File: src/design/kcrm_pkg.sv
package kcrm_pkg;

	// Table and key sizes
	localparam int MAX_RULES      = 16;
	localparam int MAX_CHORD_KEYS = 4;
	localparam int PACKED_KEYS    = 4;
	localparam int USABLE_KEYS    = (MAX_CHORD_KEYS < PACKED_KEYS) ? MAX_CHORD_KEYS : PACKED_KEYS;
	localparam int KEY_W          = 8;
	localparam int KEY_SPACE      = 1 << KEY_W;
	localparam int RULE_IDX_W     = $clog2(MAX_RULES);
	localparam int RULE_CNT_W     = 5;
	localparam int KCNT_W         = 3;
	localparam int KIDX_W         = 2;
	localparam int SRC_W          = 2;
	localparam int FIRED_W        = 4;
	localparam int KEYS_W         = PACKED_KEYS * KEY_W;

	// Source filter codes
	localparam logic [SRC_W-1:0] SRC_ANY    = 2'd0;
	localparam logic [SRC_W-1:0] SRC_LOCAL  = 2'd1;
	localparam logic [SRC_W-1:0] SRC_REMOTE = 2'd2;

	// One stored chord rule
	typedef struct packed {
		logic              enabled;
		logic [SRC_W-1:0]  source;
		logic              on_release;
		logic [KCNT_W-1:0] key_count;
		logic [KEYS_W-1:0] keys;
	} rule_t;

	// Controller to datapath
	typedef struct packed {
		logic latch;
		logic cfg_wr;
		logic rule_wr;
		logic map_wr;
		logic scan_start;
		logic rule_next;
		logic key_clr;
		logic key_step;
		logic out_load;
		logic out_hit;
	} cmd_t;

	// Datapath to controller
	typedef struct packed {
		logic is_write;
		logic is_bypass;
		logic is_own;
		logic rule_last;
		logic rule_ok;
		logic key_more;
		logic key_pend;
		logic key_fail;
		logic out_free;
	} sts_t;

endpackage

File: src/design/key_chord_rule_matcher.sv
// Key chord rule matcher. Each request is either a rule write (action 1), which stores one
// of 16 rule slots, or a key event, which updates a 256-entry held-key map (unless bypass)
// and, if not our own event, scans rule slots 0 .. min(active_rules, 16)-1 for the first
// chord that fires. Every request yields exactly one result. One request is in work at a
// time: a rule write, a bypassed or own event goes from decode straight to the done state. A
// scan steps through the rules in order; for each rule whose enable, source, edge and key
// filters pass, its trigger keys are read one per cycle through the single read port of the
// held-key map. The next request is accepted while the previous result still waits in the
// output register. The held-key map clears at reset through per-key valid flags, so no
// clearing pass is needed. active_rules is written through the cfg port, which is ready
// only while no request is in work.
module key_chord_rule_matcher (
	input  logic                             clk,
	input  logic                             arst_n,
	input  logic                             in_valid,
	output logic                             in_stall,
	input  logic                             action,
	input  logic [kcrm_pkg::KEY_W-1:0]       key_code,
	input  logic                             key_up,
	input  logic                             injected,
	input  logic                             own_event,
	input  logic                             bypass,
	input  logic [3:0]                       rule_slot,
	input  logic                             rule_enabled,
	input  logic [kcrm_pkg::SRC_W-1:0]       rule_source,
	input  logic                             rule_on_release,
	input  logic [kcrm_pkg::KCNT_W-1:0]      rule_key_count,
	input  logic [kcrm_pkg::KEYS_W-1:0]      rule_keys,
	input  logic                             cfg_valid,
	output logic                             cfg_ready,
	input  logic [kcrm_pkg::RULE_CNT_W-1:0]  cfg_data,
	output logic                             out_valid,
	input  logic                             out_stall,
	output logic                             consumed,
	output logic [kcrm_pkg::FIRED_W-1:0]     fired_rule
);
	import kcrm_pkg::*;

	cmd_t cmd;
	sts_t sts;

	kcrm_ctrl u_ctrl (
		.clk       (clk),
		.arst_n    (arst_n),
		.in_valid  (in_valid),
		.in_stall  (in_stall),
		.cfg_valid (cfg_valid),
		.cfg_ready (cfg_ready),
		.sts       (sts),
		.cmd       (cmd)
	);

	kcrm_datapath u_dp (
		.clk             (clk),
		.arst_n          (arst_n),
		.cmd             (cmd),
		.sts             (sts),
		.cfg_data        (cfg_data),
		.action          (action),
		.key_code        (key_code),
		.key_up          (key_up),
		.injected        (injected),
		.own_event       (own_event),
		.bypass          (bypass),
		.rule_slot       (rule_slot),
		.rule_enabled    (rule_enabled),
		.rule_source     (rule_source),
		.rule_on_release (rule_on_release),
		.rule_key_count  (rule_key_count),
		.rule_keys       (rule_keys),
		.out_stall       (out_stall),
		.out_valid       (out_valid),
		.consumed        (consumed),
		.fired_rule      (fired_rule)
	);

	// A result is never loaded over one that is still waiting
	a_no_overwrite: assert property (@(posedge clk) disable iff (!arst_n)
		cmd.out_load |-> sts.out_free)
		else $error("result loaded while output register busy");

	// One request at a time: an accept is followed by a stalled cycle
	a_one_in_flight: assert property (@(posedge clk) disable iff (!arst_n)
		(in_valid && !in_stall) |=> in_stall)
		else $error("request accepted while another is in work");

	// A firing rule lies inside the scanned range
	a_hit_in_range: assert property (@(posedge clk) disable iff (!arst_n)
		(cmd.out_load && cmd.out_hit) |-> !sts.rule_last)
		else $error("reported rule outside scan range");

endmodule

File: src/design/kcrm_datapath.sv
module kcrm_datapath (
	input  logic                             clk,
	input  logic                             arst_n,
	input  kcrm_pkg::cmd_t                   cmd,
	output kcrm_pkg::sts_t                   sts,
	input  logic [kcrm_pkg::RULE_CNT_W-1:0]  cfg_data,
	input  logic                             action,
	input  logic [kcrm_pkg::KEY_W-1:0]       key_code,
	input  logic                             key_up,
	input  logic                             injected,
	input  logic                             own_event,
	input  logic                             bypass,
	input  logic [3:0]                       rule_slot,
	input  logic                             rule_enabled,
	input  logic [kcrm_pkg::SRC_W-1:0]       rule_source,
	input  logic                             rule_on_release,
	input  logic [kcrm_pkg::KCNT_W-1:0]      rule_key_count,
	input  logic [kcrm_pkg::KEYS_W-1:0]      rule_keys,
	input  logic                             out_stall,
	output logic                             out_valid,
	output logic                             consumed,
	output logic [kcrm_pkg::FIRED_W-1:0]     fired_rule
);
	import kcrm_pkg::*;

	// Latched request
	logic              act_q, up_q, inj_q, own_q, byp_q;
	logic [KEY_W-1:0]  key_q;
	logic [3:0]        slot_q;
	rule_t             wr_rule_q;

	// Configuration, rule table and held-key map
	logic [RULE_CNT_W-1:0] active_q;
	rule_t                 rule_tab_q [MAX_RULES];
	logic                  held_mem [KEY_SPACE];
	logic [KEY_SPACE-1:0]  held_vld_q;

	// Scan counters and held-map read stage
	logic [RULE_CNT_W-1:0] rule_ctr_q;
	logic [KCNT_W-1:0]     key_ctr_q;
	logic                  pend_s1, need_s1, held_s1, held_vld_s1;

	// Result register
	logic               out_valid_q, consumed_q;
	logic [FIRED_W-1:0] fired_q;

	rule_t                 cur;
	logic [RULE_CNT_W-1:0] n_lim;
	logic [KCNT_W-1:0]     use_cnt;
	logic [KEY_W-1:0]      rd_addr;
	logic                  found, src_ok, key_more;

	// Request capture and rule writes
	always_ff @(posedge clk) begin
		if (cmd.latch) begin
			act_q     <= action;
			key_q     <= key_code;
			up_q      <= key_up;
			inj_q     <= injected;
			own_q     <= own_event;
			byp_q     <= bypass;
			slot_q    <= rule_slot;
			wr_rule_q <= '{enabled: rule_enabled, source: rule_source,
				on_release: rule_on_release, key_count: rule_key_count, keys: rule_keys};
		end
		if (cmd.rule_wr && ({1'b0, slot_q} < 5'(MAX_RULES)))
			rule_tab_q[slot_q[RULE_IDX_W-1:0]] <= wr_rule_q;
	end

	// Configuration register
	always_ff @(posedge clk or negedge arst_n) begin
		if (!arst_n)
			active_q <= '0;
		else if (cmd.cfg_wr)
			active_q <= cfg_data;
	end

	// Current rule and its static checks
	assign cur     = rule_tab_q[rule_ctr_q[RULE_IDX_W-1:0]];
	assign n_lim   = (active_q > RULE_CNT_W'(MAX_RULES)) ? RULE_CNT_W'(MAX_RULES) : active_q;
	assign use_cnt = (cur.key_count > KCNT_W'(USABLE_KEYS)) ? KCNT_W'(USABLE_KEYS)
		: cur.key_count;

	always_comb begin
		found = 1'b0;
		for (int j = 0; j < PACKED_KEYS; j++) begin
			if ((KCNT_W'(j) < use_cnt) && (cur.keys[j*KEY_W +: KEY_W] == key_q))
				found = 1'b1;
		end
	end

	assign src_ok = !((cur.source == SRC_LOCAL) && inj_q)
		&& !((cur.source == SRC_REMOTE) && !inj_q);
	assign rd_addr  = cur.keys[key_ctr_q[KIDX_W-1:0]*KEY_W +: KEY_W];
	assign key_more = key_ctr_q < use_cnt;

	// Held-key map: one write port, one registered read port
	always_ff @(posedge clk) begin
		if (cmd.map_wr)
			held_mem[key_q] <= !up_q;
		held_s1     <= held_mem[rd_addr];
		held_vld_s1 <= held_vld_q[rd_addr];
		need_s1     <= !(cur.on_release && (rd_addr == key_q));
	end

	// Entries never written read as released
	always_ff @(posedge clk or negedge arst_n) begin
		if (!arst_n)
			held_vld_q <= '0;
		else if (cmd.map_wr)
			held_vld_q[key_q] <= 1'b1;
	end

	// Rule and key counters
	always_ff @(posedge clk or negedge arst_n) begin
		if (!arst_n) begin
			rule_ctr_q <= '0;
			key_ctr_q  <= '0;
			pend_s1    <= 1'b0;
		end else begin
			if (cmd.scan_start)
				rule_ctr_q <= '0;
			else if (cmd.rule_next)
				rule_ctr_q <= rule_ctr_q + 1'b1;
			if (cmd.key_clr)
				key_ctr_q <= '0;
			else if (cmd.key_step && key_more)
				key_ctr_q <= key_ctr_q + 1'b1;
			pend_s1 <= cmd.key_step && key_more;
		end
	end

	// Result register
	always_ff @(posedge clk or negedge arst_n) begin
		if (!arst_n)
			out_valid_q <= 1'b0;
		else if (cmd.out_load)
			out_valid_q <= 1'b1;
		else if (!out_stall)
			out_valid_q <= 1'b0;
	end

	always_ff @(posedge clk) begin
		if (cmd.out_load) begin
			consumed_q <= cmd.out_hit;
			fired_q    <= cmd.out_hit ? rule_ctr_q[FIRED_W-1:0] : '0;
		end
	end

	// Status to the controller
	assign sts.is_write  = act_q;
	assign sts.is_bypass = byp_q;
	assign sts.is_own    = own_q;
	assign sts.rule_last = rule_ctr_q >= n_lim;
	assign sts.rule_ok   = cur.enabled && src_ok && (cur.on_release == up_q) && found;
	assign sts.key_more  = key_more;
	assign sts.key_pend  = pend_s1;
	assign sts.key_fail  = pend_s1 && need_s1 && !(held_vld_s1 && held_s1);
	assign sts.out_free  = !out_valid_q || !out_stall;

	assign out_valid  = out_valid_q;
	assign consumed   = consumed_q;
	assign fired_rule = fired_q;

endmodule

File: src/design/kcrm_ctrl.sv
module kcrm_ctrl (
	input  logic           clk,
	input  logic           arst_n,
	input  logic           in_valid,
	output logic           in_stall,
	input  logic           cfg_valid,
	output logic           cfg_ready,
	input  kcrm_pkg::sts_t sts,
	output kcrm_pkg::cmd_t cmd
);
	import kcrm_pkg::*;

	typedef enum logic [4:0] {
		S_IDLE = 5'b00001,
		S_DEC  = 5'b00010,
		S_RULE = 5'b00100,
		S_KEY  = 5'b01000,
		S_DONE = 5'b10000
	} state_t;

	state_t state_q, state_d;
	logic   hit_q, hit_d;

	assign in_stall  = (state_q != S_IDLE);
	assign cfg_ready = (state_q == S_IDLE);

	// Next state and commands
	always_comb begin
		state_d = state_q;
		hit_d   = hit_q;
		cmd     = '0;
		cmd.cfg_wr = cfg_valid && (state_q == S_IDLE);
		case (state_q)
			S_IDLE: begin
				if (in_valid) begin
					cmd.latch = 1'b1;
					state_d   = S_DEC;
				end
			end
			S_DEC: begin
				hit_d = 1'b0;
				if (sts.is_write) begin
					cmd.rule_wr = 1'b1;
					state_d     = S_DONE;
				end else if (sts.is_bypass) begin
					state_d = S_DONE;
				end else begin
					cmd.map_wr = 1'b1;
					if (sts.is_own) begin
						state_d = S_DONE;
					end else begin
						cmd.scan_start = 1'b1;
						state_d        = S_RULE;
					end
				end
			end
			S_RULE: begin
				cmd.key_clr = 1'b1;
				if (sts.rule_last)
					state_d = S_DONE;
				else if (sts.rule_ok)
					state_d = S_KEY;
				else
					cmd.rule_next = 1'b1;
			end
			S_KEY: begin
				if (sts.key_fail) begin
					cmd.rule_next = 1'b1;
					state_d       = S_RULE;
				end else if (!sts.key_more && !sts.key_pend) begin
					hit_d   = 1'b1;
					state_d = S_DONE;
				end else begin
					cmd.key_step = 1'b1;
				end
			end
			S_DONE: begin
				if (sts.out_free) begin
					cmd.out_load = 1'b1;
					cmd.out_hit  = hit_q;
					state_d      = S_IDLE;
				end
			end
			default: state_d = S_IDLE;
		endcase
	end

	always_ff @(posedge clk or negedge arst_n) begin
		if (!arst_n) begin
			state_q <= S_IDLE;
			hit_q   <= 1'b0;
		end else begin
			state_q <= state_d;
			hit_q   <= hit_d;
		end
	end

endmodule

File: config.mk
export PLATFORM = sky130hd
export DESIGN_NAME = key_chord_rule_matcher
export DESIGN_NICKNAME = d
export VERILOG_FILES = /design/src/design/kcrm_pkg.sv /design/src/design/key_chord_rule_matcher.sv /design/src/design/kcrm_datapath.sv /design/src/design/kcrm_ctrl.sv
export SDC_FILE = /design/constraint.sdc
export NUM_CORES = 2
export LEC_CHECK = 0
export BUFFER_PORTS_ARGS = -buffer_cell sky130_fd_sc_hd__buf_2
export CORE_MARGIN = 10
export CORE_UTILIZATION = 65
export DETAILED_ROUTE_END_ITERATION = 7
export GPL_ROUTABILITY_DRIVEN = 1
export PLACE_DENSITY = 0.83
export SLEW_MARGIN = 25
export SYNTH_ARGS = -nofsm -noshare
export SYNTH_HDL_FRONTEND = slang
export SYNTH_SLANG_ARGS = --single-unit
File: constraint.sdc
create_clock -name clk -period 13.77 [get_ports clk]
set_input_delay 3.4425 -clock clk [delete_from_list [all_inputs] [get_ports clk]]
set_output_delay 3.4425 -clock clk [all_outputs]
set_load 0.1 [all_outputs]
==> results_dict.tcl <==
set metrics [dict create \
    hold_violations 0 \
    final_common_cell "edfxtp_1" \
    synth_ff_type "edfxtp_1" \
    power.total_mw 8.799 \
    die_w_um 294.3 \
    gp_congestion 0.8504 \
    highest_layer "met5" \
    seq_area_frac_synth_pct 72.07 \
    htree_num_levels 3 \
    fmax_mhz 154.3 \
    core_mm2 0.07457 \
    crit_type "reg -> reg" \
    hold_path_class "reg -> reg" \
    drtIter0Drc 3169 \
    clock-sinks 1221 \
    route.met3.wl_mm 10.57 \
    ys_ff_latch 1221 \
    cp_max_fo 111 \
    portBuffers 73 \
    cp-start-kind "register" \
    die_y_um 294.3 \
    grt_pass1_vias 27701 \
    antenna_found_initial 2 \
    synth_edf_count 941 \
    remaining_drc_errors 0 \
    overflow 0 \
    cp-end-kind "register" \
    hold_buffers 0 \
    post-route-min-period_ps 6480 \
    synth_nets 2802 \
    rsz0062_at_grt "false" \
    clk_path_buf_depth 3 \
    routedWlPerCell_um 30.13 \
    insertion_delay_ps 710 \
    antenna_left 0 \
    viasPerCell 6.770 \
    wl_met2_mm 59.86 \
    irDropWorstVdd_mv 0.1552 \
    start_util_pct 65.59 \
    worst_pin_slew_ps 1104 \
    rows 100 \
    cts_tree "yes" \
    dpl_cell_area_mm2 0.05032 \
    ys_warn_count 0 \
    grt_usage_pct 27.52 \
    vias 26416 \
    cp.required_ps 14320 \
    clk_pin_slew_worst_paths_ps 60 \
    cts_root_buf "clkbuf_16" \
    layout_setup_ws_ps 7290 \
    cts_resized 0 \
    run_status "complete, no violations" \
    slew_viol_final 0 \
    fp.dieArea_mm2 0.08662 \
    syn_area_per_cell_um2 17.94 \
    syn_area_mm2 0.04891 \
    dr.pass1.iters 6 \
    post_cts_buffers 0 \
    grt_pass1_wl_mm 176.4 \
    skew_ps 47.15 \
    num_antenna_cells 0 \
    drive_above_1_share_pct 30.14 \
    slew_headroom_pct 26.22 \
    netlist_instances 2727 \
    setup_tns_ps 0 \
    p_leak_nw 19.78 \
    grt_max_degree 140 \
    dp_hpwl_mm 62.54 \
    drt-total-wl_mm 117.6 \
    final_cell_mix "edfxtp_1 (941), nor2_1 (288), mux4_2 (275)" \
    pre_cts_ws_ps 7329 \
    fin_nets 2905 \
    setup_viol 0 \
    wl_met1_mm 41.42 \
    cts_buffers 116 \
    ios 74 \
    stdcell_area_mm2 0.05427 \
    ys_types 57 \
    maxCapViolations 0 \
    synth-async-reset-ratio_pct 22.69 \
    critPathArrivalTime_ps 7030 \
    finalCritPeriodShare_pct 47.06 \
    power-per-cell-area_mw_per_mm2 162.1 \
    synthToLayoutAreaGrowth_pct 10.97 \
]
-- power by group --
| part | internal, mW | switching, mW | total [mW] |
|---|---|---|---|
| Clock | 1.86 | 1.39 | 3.25 |
| Combinational | 0.453 | 0.703 | 1.16 |
| Sequential | 4.22 | 0.178 | 4.39 |
-- cell families (layout without fill, tap and decap cells) --
group	count (synthesis)	count (layout)	share of synthesized area, %
AO/OA/AOI/OAI	154	154	2.282
XOR/XNOR	43	43	0.7700
adder cells (fa/ha/maj)	9	9	0.2302
buffers and inverters	155	361	1.619
flip-flops	1221	1221	72.07
multiplexers	416	416	15.60
AND/OR/NAND/NOR	729	729	7.429
-- state kept, by name, indices dropped and copies added (netlist names), 3 cells and up --
register         flops
u_dp.wr_rule_q      39
u_dp.key_q           8
u_dp.active_q        5
u_dp.slot_q          4
u_dp.held_vld_q    256
u_dp.key_ctr_q       3
u_dp.rule_ctr_q      5
u_dp.fired_rule      4
u_dp.rule_tab_q    624
u_dp.held_mem      256
u_ctrl.state_q       5
-- through the flow --
stage	instances	hold WS, ps	util [%]
floorplan	2727	433.7	-
global route	3902	469.7	72.78
finish	3902	464.6	72.78
CTS	3901	463.5	72.72
detailed placement	3680	448.4	67.48
global placement	3680	443.4	67.48
-- layer usage --
metal | up-vias | track usage [%]
met5 | - | 0
met4 | 4 | 12.35
met3 | 394 | 5.049
met2 | 1650 | 46.18
met1 | 13636 | 35.02
li1 | 10732 | -
-- area by class of cell --
type,count,area [µm²]
Clock buffer,157,3147
Clock inverter,64,762.0
Fill cell,4102,20300
Inverter,15,61.31
Multi-Input combinational cell,1351,13000
Sequential cell,1221,35260
Tap cell,969,1212
Timing Repair Buffer,125,838.3
-- Yosys cell counts (all sizes together), types with 13 or more instances --
| master | instances | share of area (%) |
|---|---|---|
| edfxtp | 941 | 58 |
| dfrtp | 276 | 14 |
| xnor2 | 31 | 0.56 |
| nor2 | 302 | 2.3 |
| or2 | 258 | 3.3 |
| nand2 | 68 | 0.52 |
| inv | 14 | 0.11 |
| mux2i | 121 | 2.5 |
| mux2 | 20 | 0.46 |
| nor2b | 13 | 0.17 |
| nand3 | 20 | 0.20 |
| a22oi | 60 | 0.92 |
| a22o | 15 | 0.27 |
| o21ai | 13 | 0.13 |
| a21oi | 24 | 0.25 |
| clkbuf | 61 | 0.47 |
| mux4 | 275 | 13 |
| buf | 79 | 1.0 |
-- final timing paths --
| kind | from | to | slack, ps | cells past startpoint |
|---|---|---|---|---|
| setup / recovery | u_dp.rule_ctr_q[0] | u_dp.held_vld_s1 | 7290 | 14 |
| hold / removal | u_dp.held_vld_q[39] | u_dp.held_vld_q[39] | 460 | 1 |
| setup reg to reg | u_dp.rule_ctr_q[0] | u_dp.held_vld_s1 | 7290 | 14 |
| hold reg to reg | u_dp.held_vld_q[39] | u_dp.held_vld_q[39] | 460 | 1 |
| max in group asynchronous | arst_n | u_dp.held_vld_q[97] | 9510 | 3 |
| min in group asynchronous | arst_n | u_dp.held_vld_q[140] | 2660 | 1 |
-- critical path: stages, from the launching register on --
cell	delay (ps)
dfrtp_4	730
buf_12	630
mux2i_1	220
a22o_1	300
or4b_1	530
a41o_1	310
o211ai_4	100
buf_12	600
buf_4	790
mux4_2	600
a22oi_1	210
nand2_1	110
o21ai_0	230
a221oi_1	130
or4_1	540
Note: power is estimated with default switching activity, not from simulation.
